### src/design/calti_pkg.sv
// Shared types, constants and state codes of the calibration table interpolator.
`default_nettype none
package calti_pkg;

  localparam int TABLE_DEPTH_DEF = 16;
  localparam int IDX_W   = 4;
  localparam int RAW_W   = 12;
  localparam int VAL_W   = 16;
  localparam int CFG_W   = 5;
  localparam int ENTRY_W = RAW_W + VAL_W;
  localparam int PROD_W  = 30;
  localparam int QUO_W   = 30;
  localparam int DIV_STEPS = QUO_W;
  localparam int CNT_W   = 5;
  localparam int APB_AW  = 3;
  localparam int APB_DW  = 32;

  localparam logic [CFG_W-1:0] CFG_RESET = 5'd16;
  localparam logic [3:0]       SEG_MASK  = 4'hf;
  localparam logic             REG_ENTRIES_IN_USE = 1'b0;
  localparam logic             FUNC_LOAD = 1'b0;
  localparam logic             FUNC_CONV = 1'b1;

  typedef struct packed {
    logic             func;
    logic [IDX_W-1:0] entry_index;
    logic [RAW_W-1:0] entry_raw;
    logic [VAL_W-1:0] entry_value;
    logic [RAW_W-1:0] reading;
  } in_item_t;

  typedef struct packed {
    logic [VAL_W-1:0] calibrated;
    logic [3:0]       segment;
    logic             divide_fault;
  } out_item_t;

  typedef struct packed {
    logic     not_empty;
    in_item_t item;
  } que_head_t;

  typedef enum logic [2:0] {
    S_IDLE, S_FETCH, S_TEST, S_MUL1, S_MUL2, S_DIVSET, S_DIV, S_DONE
  } bk_state_t;

endpackage
`default_nettype wire

### src/design/calti_ram.sv
// Generic single-write, single-read RAM with registered read data.
`default_nettype none
module calti_ram #(
  parameter int WIDTH = 8,
  parameter int DEPTH = 16
) (
  input  wire logic                     clk,
  input  wire logic                     we,
  input  wire logic [$clog2(DEPTH)-1:0] waddr,
  input  wire logic [WIDTH-1:0]         wdata,
  input  wire logic                     re,
  input  wire logic [$clog2(DEPTH)-1:0] raddr,
  output logic      [WIDTH-1:0]         rdata
);
  logic [WIDTH-1:0] mem_r [DEPTH];

  always_ff @(posedge clk) begin
    if (we) begin
      mem_r[waddr] <= wdata;
    end
    if (re) begin
      rdata <= mem_r[raddr];
    end
  end
endmodule
`default_nettype wire

### src/design/calti_front.sv
// Front end: accepts command beats into a two-entry queue.
`default_nettype none
module calti_front (
  input  wire logic                clk,
  input  wire logic                rst_n,
  input  wire logic                start,
  input  wire calti_pkg::in_item_t in_data,
  output logic                     busy,
  input  wire logic                pop,
  output calti_pkg::que_head_t     head
);
  import calti_pkg::*;

  in_item_t   slot_r [2];
  logic       wptr_r, wptr_nxt, rptr_r, rptr_nxt;
  logic [1:0] cnt_r, cnt_nxt;
  logic       push;

  assign busy = (cnt_r == 2'd2);
  assign push = start && !busy;
  assign head.not_empty = (cnt_r != 2'd0);
  assign head.item = slot_r[rptr_r];

  always_comb begin
    wptr_nxt = push ? !wptr_r : wptr_r;
    rptr_nxt = pop ? !rptr_r : rptr_r;
    cnt_nxt  = cnt_r + {1'b0, push} - {1'b0, pop};
  end

  always_ff @(posedge clk) begin
    if (!rst_n) begin
      wptr_r <= 1'b0;
      rptr_r <= 1'b0;
      cnt_r  <= 2'd0;
    end else begin
      wptr_r <= wptr_nxt;
      rptr_r <= rptr_nxt;
      cnt_r  <= cnt_nxt;
    end
    if (push) begin
      slot_r[wptr_r] <= in_data;
    end
  end

`ifndef ASSERT_OFF
  a_no_pop_empty: assert property (@(posedge clk) disable iff (!rst_n)
    pop |-> cnt_r != 2'd0) else $error("queue popped while empty");
`endif
endmodule
`default_nettype wire

### src/design/calti_back.sv
// Back end: table loads, sequential segment search and serial divide.
`default_nettype none
module calti_back #(
  parameter int TABLE_DEPTH = calti_pkg::TABLE_DEPTH_DEF
) (
  input  wire logic                        clk,
  input  wire logic                        rst_n,
  input  wire logic [calti_pkg::CFG_W-1:0] entries_in_use,
  input  wire calti_pkg::que_head_t        head,
  output logic                             pop,
  output logic                             out_valid,
  output calti_pkg::out_item_t             out_data
);
  import calti_pkg::*;

  localparam int AW = $clog2(TABLE_DEPTH);
  localparam int NW = AW + 1;

  bk_state_t state_r, state_nxt;
  logic [RAW_W-1:0] r_r, r_nxt, prev_raw_r, prev_raw_nxt, cur_raw_r, cur_raw_nxt;
  logic [VAL_W-1:0] prev_val_r, prev_val_nxt, cur_val_r, cur_val_nxt;
  logic [NW-1:0] n_r, n_nxt, n_clamp;
  logic [AW-1:0] i_r, i_nxt;
  logic signed [PROD_W-1:0] prod1_r, prod1_nxt, prod2_r, prod2_nxt;
  logic [QUO_W-1:0] q_r, q_nxt, quo;
  logic [RAW_W-1:0] rem_r, rem_nxt, dvs_r, dvs_nxt;
  logic neg_r, neg_nxt;
  logic [CNT_W-1:0] cnt_r, cnt_nxt;
  logic out_valid_r, out_valid_nxt;
  out_item_t out_r, out_nxt;

  logic we, re;
  logic [AW-1:0] waddr;
  logic [ENTRY_W-1:0] rdata;
  logic [RAW_W-1:0] rd_raw;
  logic [VAL_W-1:0] rd_val;
  logic signed [RAW_W:0] diff_a, diff_b, divisor;
  logic signed [PROD_W:0] sum;
  logic [PROD_W:0] sum_mag;
  logic [RAW_W:0] div_mag, trial;
  logic [AW+3:0] i_ext;

  assign rd_raw = rdata[ENTRY_W-1:VAL_W];
  assign rd_val = rdata[VAL_W-1:0];
  assign waddr  = AW'(head.item.entry_index);
  assign i_ext  = (AW+4)'(i_r);

  calti_ram #(.WIDTH(ENTRY_W), .DEPTH(TABLE_DEPTH)) u_table (
    .clk(clk), .we(we), .waddr(waddr),
    .wdata({head.item.entry_raw, head.item.entry_value}),
    .re(re), .raddr(i_r), .rdata(rdata)
  );

  always_comb begin
    if (entries_in_use == '0) begin
      n_clamp = NW'(1);
    end else if (32'(entries_in_use) > TABLE_DEPTH) begin
      n_clamp = NW'(TABLE_DEPTH);
    end else begin
      n_clamp = NW'(entries_in_use);
    end
  end

  always_comb begin
    state_nxt = state_r;
    r_nxt = r_r; n_nxt = n_r; i_nxt = i_r;
    prev_raw_nxt = prev_raw_r; prev_val_nxt = prev_val_r;
    cur_raw_nxt = cur_raw_r; cur_val_nxt = cur_val_r;
    prod1_nxt = prod1_r; prod2_nxt = prod2_r;
    q_nxt = q_r; rem_nxt = rem_r; dvs_nxt = dvs_r; neg_nxt = neg_r; cnt_nxt = cnt_r;
    out_valid_nxt = 1'b0;
    out_nxt = out_r;
    pop = 1'b0; we = 1'b0; re = 1'b0;
    diff_a = $signed({1'b0, r_r}) - $signed({1'b0, cur_raw_r});
    diff_b = $signed({1'b0, prev_raw_r}) - $signed({1'b0, r_r});
    divisor = $signed({1'b0, prev_raw_r}) - $signed({1'b0, cur_raw_r});
    sum = $signed({prod1_r[PROD_W-1], prod1_r}) + $signed({prod2_r[PROD_W-1], prod2_r});
    sum_mag = sum[PROD_W] ? PROD_W'(0) - sum : sum;
    div_mag = divisor[RAW_W] ? -divisor : divisor;
    trial = {rem_r, q_r[QUO_W-1]};
    quo = neg_r ? -q_r : q_r;
    unique case (state_r)
      S_IDLE: begin
        if (head.not_empty) begin
          pop = 1'b1;
          if (head.item.func == FUNC_LOAD) begin
            we = (32'(head.item.entry_index) < TABLE_DEPTH);
          end else begin
            r_nxt = head.item.reading;
            n_nxt = n_clamp;
            i_nxt = '0;
            state_nxt = S_FETCH;
          end
        end
      end
      S_FETCH: begin
        re = 1'b1;
        state_nxt = S_TEST;
      end
      S_TEST: begin
        if ((NW'(i_r) + NW'(1) < n_r) && !(rd_raw < r_r)) begin
          prev_raw_nxt = rd_raw;
          prev_val_nxt = rd_val;
          i_nxt = i_r + AW'(1);
          state_nxt = S_FETCH;
        end else begin
          cur_raw_nxt = rd_raw;
          cur_val_nxt = rd_val;
          if (i_r == '0) begin
            out_nxt.calibrated = rd_val;
            out_nxt.segment = i_ext[3:0] & SEG_MASK;
            out_nxt.divide_fault = 1'b0;
            out_valid_nxt = 1'b1;
            state_nxt = S_IDLE;
          end else begin
            state_nxt = S_MUL1;
          end
        end
      end
      S_MUL1: begin
        prod1_nxt = diff_a * $signed({1'b0, prev_val_r});
        state_nxt = S_MUL2;
      end
      S_MUL2: begin
        prod2_nxt = diff_b * $signed({1'b0, cur_val_r});
        state_nxt = S_DIVSET;
      end
      S_DIVSET: begin
        if (divisor == '0) begin
          out_nxt.calibrated = '0;
          out_nxt.segment = i_ext[3:0] & SEG_MASK;
          out_nxt.divide_fault = 1'b1;
          out_valid_nxt = 1'b1;
          state_nxt = S_IDLE;
        end else begin
          q_nxt = sum_mag[QUO_W-1:0];
          dvs_nxt = div_mag[RAW_W-1:0];
          neg_nxt = sum[PROD_W] ^ divisor[RAW_W];
          rem_nxt = '0;
          cnt_nxt = '0;
          state_nxt = S_DIV;
        end
      end
      S_DIV: begin
        if (trial >= {1'b0, dvs_r}) begin
          rem_nxt = RAW_W'(trial - {1'b0, dvs_r});
          q_nxt = {q_r[QUO_W-2:0], 1'b1};
        end else begin
          rem_nxt = trial[RAW_W-1:0];
          q_nxt = {q_r[QUO_W-2:0], 1'b0};
        end
        cnt_nxt = cnt_r + CNT_W'(1);
        if (cnt_r == CNT_W'(DIV_STEPS - 1)) begin
          state_nxt = S_DONE;
        end
      end
      S_DONE: begin
        out_nxt.calibrated = quo[VAL_W-1:0];
        out_nxt.segment = i_ext[3:0] & SEG_MASK;
        out_nxt.divide_fault = 1'b0;
        out_valid_nxt = 1'b1;
        state_nxt = S_IDLE;
      end
      default: state_nxt = S_IDLE;
    endcase
  end

  always_ff @(posedge clk) begin
    if (!rst_n) begin
      state_r <= S_IDLE;
      out_valid_r <= 1'b0;
    end else begin
      state_r <= state_nxt;
      out_valid_r <= out_valid_nxt;
    end
    r_r <= r_nxt; n_r <= n_nxt; i_r <= i_nxt;
    prev_raw_r <= prev_raw_nxt; prev_val_r <= prev_val_nxt;
    cur_raw_r <= cur_raw_nxt; cur_val_r <= cur_val_nxt;
    prod1_r <= prod1_nxt; prod2_r <= prod2_nxt;
    q_r <= q_nxt; rem_r <= rem_nxt; dvs_r <= dvs_nxt; neg_r <= neg_nxt; cnt_r <= cnt_nxt;
    out_r <= out_nxt;
  end

  assign out_valid = out_valid_r;
  assign out_data = out_r;

`ifndef ASSERT_OFF
  a_strobe_single: assert property (@(posedge clk) disable iff (!rst_n)
    out_valid_r |=> !out_valid_r) else $error("result strobe held two cycles");
  a_pop_idle: assert property (@(posedge clk) disable iff (!rst_n)
    pop |-> state_r == S_IDLE) else $error("queue popped outside idle");
  a_fault_zero: assert property (@(posedge clk) disable iff (!rst_n)
    out_valid_r && out_r.divide_fault |-> out_r.calibrated == '0)
    else $error("divide fault with nonzero value");
`endif
endmodule
`default_nettype wire

### src/design/calibration_table_interpolator.sv
// A load is popped from the queue when the back end is idle and is written to the table in
// that cycle. For a convert, each searched entry is read from the RAM (fetch) and compared
// (test); a search that stops at entry 0 gives that entry's value. One that stops at entry
// s > 0 goes through two multiply states, a divider setup (which ends with a fault on a zero
// divisor), thirty divider iterations and a result state. Throughput is set by the search
// and the divider; a two-beat queue absorbs commands, busy is high only when it is full.
// Reset is synchronous active low; the table RAM is not cleared, entries_in_use resets to 16.
`default_nettype none
module calibration_table_interpolator #(
  parameter int TABLE_DEPTH = calti_pkg::TABLE_DEPTH_DEF
) (
  input  wire logic                         clk,
  input  wire logic                         rst_n,
  input  wire logic                         start,
  output logic                              busy,
  input  wire calti_pkg::in_item_t          in_data,
  output logic                              out_valid,
  output calti_pkg::out_item_t              out_data,
  input  wire logic                         cfg_psel,
  input  wire logic                         cfg_penable,
  input  wire logic                         cfg_pwrite,
  input  wire logic [calti_pkg::APB_AW-1:0] cfg_paddr,
  input  wire logic [calti_pkg::APB_DW-1:0] cfg_pwdata,
  output logic      [calti_pkg::APB_DW-1:0] cfg_prdata,
  output logic                              cfg_pready
);
  import calti_pkg::*;

  // The single configuration register holds the number of table entries in use.
  logic [CFG_W-1:0] entries_r, entries_nxt;
  logic cfg_wr;
  que_head_t head;
  logic pop;

  assign cfg_pready = 1'b1;
  assign cfg_wr = cfg_psel && cfg_penable && cfg_pwrite && cfg_pready;

  always_comb begin
    entries_nxt = entries_r;
    if (cfg_wr && cfg_paddr[2] == REG_ENTRIES_IN_USE) begin
      entries_nxt = cfg_pwdata[CFG_W-1:0];
    end
    cfg_prdata = '0;
    if (cfg_paddr[2] == REG_ENTRIES_IN_USE) begin
      cfg_prdata = APB_DW'(entries_r);
    end
  end

  always_ff @(posedge clk) begin
    if (!rst_n) begin
      entries_r <= CFG_RESET;
    end else begin
      entries_r <= entries_nxt;
    end
  end

  // The front end takes command beats; the back end loads the table or converts.
  calti_front u_front (
    .clk(clk), .rst_n(rst_n), .start(start), .in_data(in_data),
    .busy(busy), .pop(pop), .head(head)
  );

  calti_back #(.TABLE_DEPTH(TABLE_DEPTH)) u_back (
    .clk(clk), .rst_n(rst_n), .entries_in_use(entries_r), .head(head),
    .pop(pop), .out_valid(out_valid), .out_data(out_data)
  );
endmodule
`default_nettype wire
### config.mk
export PLATFORM = sky130hd
export DESIGN_NAME = calibration_table_interpolator
export DESIGN_NICKNAME = d
export VERILOG_FILES = /design/src/design/calti_pkg.sv /design/src/design/calti_ram.sv /design/src/design/calti_front.sv /design/src/design/calti_back.sv /design/src/design/calibration_table_interpolator.sv
export SDC_FILE = /design/constraint.sdc
export NUM_CORES = 2
export LEC_CHECK = 0
export BUFFER_PORTS_ARGS = -buffer_cell sky130_fd_sc_hd__buf_2
export CORE_ASPECT_RATIO = 0.75
export CORE_MARGIN = 2
export CORE_UTILIZATION = 58
export DETAILED_ROUTE_END_ITERATION = 12
export PLACE_DENSITY = 0.78
export SLEW_MARGIN = 25
export SYNTH_ARGS = -nofsm -noshare
export SYNTH_HDL_FRONTEND = slang
export SYNTH_SLANG_ARGS = --single-unit
### constraint.sdc
create_clock -name clk -period 7.8 [get_ports clk]
set_input_delay 0.78 -clock clk [delete_from_list [all_inputs] [get_ports clk]]
set_output_delay 0.78 -clock clk [all_outputs]
set_load 0.005 [all_outputs]
==> out/summary.txt <==
status: finished with violations
failing checks: setup timing
Fillers: 6087
clk slew on worst S/H paths: 0.07 ns
cell repeated most along the worst path: fa_1
Die ar.: 0.0882 sq mm
Rel. slew slack: 34.2%
fin crit period: 8.08 ns
CP max-delay cell: fa_1
max layer used: met5
Tot GR Track Use: 27.5%
Overflow after GRT: 0
Synth Area in Simple Gates: 10.3%
EDFF count, synth: 784
skew final: 0.0594 ns
Root Buffer: clkbuf_16
largest net degree at the start of global routing: 129
Ys Warns: 0
#FFs+latches synth: 798
Core Box Area: 0.0845 sq mm
nets@finish: 4912
# clock sinks: 798
# IOs: 142
global-route wire length before repair: 186000 um
wire per inst: 22.3 um
deepest clock path buffer count: 3
Critical Path End Type: flop
die width: 342 um
DRT antenna net count: 0
critical path launch point type: flop
Mapped Area: 0.0497 sq mm
Design Area, Final: 0.0556 sq mm
Synth cell types: 100
Top FF cell, synth: edfxtp_1
final WL: 121000 um
largest family of logic cells by synthesized area: adder cells
compound-gate portion of the synthesized area: 7.44%
worst-skew pair later-pin latency: 0.68 ns
worst slew pin tran: 0.987 ns
final setup fails: 11
routed wire length on met2: 55500 um
clock buffer count from CTS: 77
Worst EP required: 8.26 ns
routability cong.: 0.965
Post-DP Area: 0.0524 sq mm
layout cells sized above 1: 15.1%
Met3 Wirelength: 11100 um
first drt pass iteration count: 6
vias in the first global route: 32688
utilization after layout: 65.8%
Fin. Hold Viols: 0
async set-reset flop share out of synthesis: 0%
initial DRC count: 2960
CP arrival: 8.54 ns
CTS tree: built
post-synthesis xor/xnor area fraction: 2.24%
sequential fraction of the synthesis area: 47.9%
CP Class: flop to flop
HPWL after DPL: 82500 um
Syn-to-layout area delta: 11.7%
Final Max Slew Viols: 0
CP Max Fanout: 3
Largest stage delay, worst path: 0.58 ns
Max-Cap Viols: 0
htree depth: 3
Die Y: 258 um
wl on met1: 48900 um
Tcrit/Tclk final: 104%
Via Count: 32435
FP Rows: 92
port bufs: 84
Hold Crit Class: input pin to flop
# hold bufs at CTS: 0
synthesized instance count: 4017
DRC viols: 0
Avg Cell Area, Syn: 12.4 sq um
setup ws final: -0.281 ns
Starting Density: 58.9%
Max Fclk: 124 MHz
initial antenna violation count: 7
Synth Area in Adders: 20.4%
Via-to-Cell Ratio: 6.01
mux cell area share after synthesis: 6.82%
RSZ-0062 raised after global routing: true
[critical path: cells and delay by family (launching register included)]
family | cells | cell delay [ns]
adder cells (fa/ha/maj) | 8 | 3.50
flip-flops | 1 | 0.45
multiplexers | 1 | 0.34
buffers and inverters | 3 | 0.16
AND/OR/NAND/NOR | 3 | 0.75
AO/OA/AOI/OAI | 15 | 2.68
[cell families (layout without fill, tap and decap cells)]
kind of cell / Yosys count / count (layout)
AO/OA/AOI/OAI: 561 / 561
XOR/XNOR: 127 / 127
adder cells (fa/ha/maj): 623 / 623
buffers and inverters: 606 / 827
flip-flops: 798 / 798
multiplexers: 260 / 260
other: 2 / 29
AND/OR/NAND/NOR: 1040 / 1040
[final timing paths]
| path | from | endpoint | slack, ns | cells after the start |
|---|---|---|---|---|
| max | u_back.r_r[1]$_DFFE_PP_ | u_back.prod1_r[28]$_DFFE_PN_ | -0.28 | 30 |
| min | in_data[22] | u_front.slot_r[1][22]$_DFFE_PP_ | 0.30 | 1 |
| max reg2reg | u_back.r_r[1]$_DFFE_PP_ | u_back.prod1_r[28]$_DFFE_PN_ | -0.28 | 30 |
| min reg2reg | u_back.u_table.rdata[25]$_DFFE_PP_ | u_back.prev_raw_r[9]$_DFFE_PP_ | 0.47 | 0 |
[layer usage]
metal	GRT usage [%]	vias up
li1	-	14557
met3	5.87	272
met2	43.4	1576
met4	11.1	2
met5	0	-
met1	37.4	16028
[repair_timing]
item / CTS / global route
resized for setup: 26 / 57
endpoints found under the setup margin: 19 / 28
buffers inserted: 10 / 15
pin swaps: 22 / 19
[cell usage after synthesis, types with 72 or more instances]
cell	n	area, sq um
edfxtp_1	784	23500
nand2b_1	79	494
xnor2_1	79	692
nor2_1	161	604
mux2i_1	132	1320
ha_1	310	3880
a21oi_1	130	651
fa_1	313	6270
nand2_1	383	1440
inv_1	412	1550
clkbuf_1	132	495
o21ai_0	147	736
mux2_2	72	811
[area by class of cell]
| cell class | count | area, sq um | share of cell area [%] |
|---|---|---|---|
| clock buffer | 94 | 2040 | 3.68 |
| timing repair buffer | 275 | 2030 | 3.66 |
| clock inverter | 46 | 594 | 1.07 |
| inverter | 412 | 1550 | 2.79 |
| antenna | 1 | 2.50 | 0.00450 |
| sequential | 798 | 23800 | 42.9 |
| tap | 1128 | 1410 | 2.54 |
| multi-input combinational | 2639 | 24100 | 43.4 |
[cells in the final DEF (no fill, tap or decap), drive strengths merged, types with 69 or more instances in the layout]
master / n
a21oi: 130
and2: 69
buf: 275
clkbuf: 94
edfxtp: 784
fa: 313
ha: 310
inv: 417
mux2: 72
mux2i: 132
nand2: 383
nand2b: 79
nand3: 70
nor2: 161
o21ai: 154
xnor2: 79
[flip-flops by register name (all words and copies together), names as in the netlist, 16 cells and up, named ones only]
name,count
u_back.u_table.mem_r,448
u_front.slot_r,90
u_back.prod1_r,30
u_back.prod2_r,30
u_back.q_r,30
u_back.u_table.rdata,28
u_back.out_data,21
u_back.cur_val_r,16
u_back.prev_val_r,16
[per-stage QoR]
stage / std cells / setup WS, ns / TNS, ns / hold WS, ns
final: 5393 / -0.281 / -1.40 / 0.305
after global routing: 5392 / -0.551 / -4.87 / 0.286
after CTS: 5377 / -0.222 / -1.05 / 0.278
after detailed placement: 5227 / -0.551 / -5.17 / 0.470
after global placement: 5223 / -0.393 / -3.71 / 0.466
after floorplan: 4043 / -0.0598 / -0.100 / 0.436
Power is left out: the tool's default activity adds up to more than one toggle a clock period on the data nets, which glitch-free logic cannot reach.
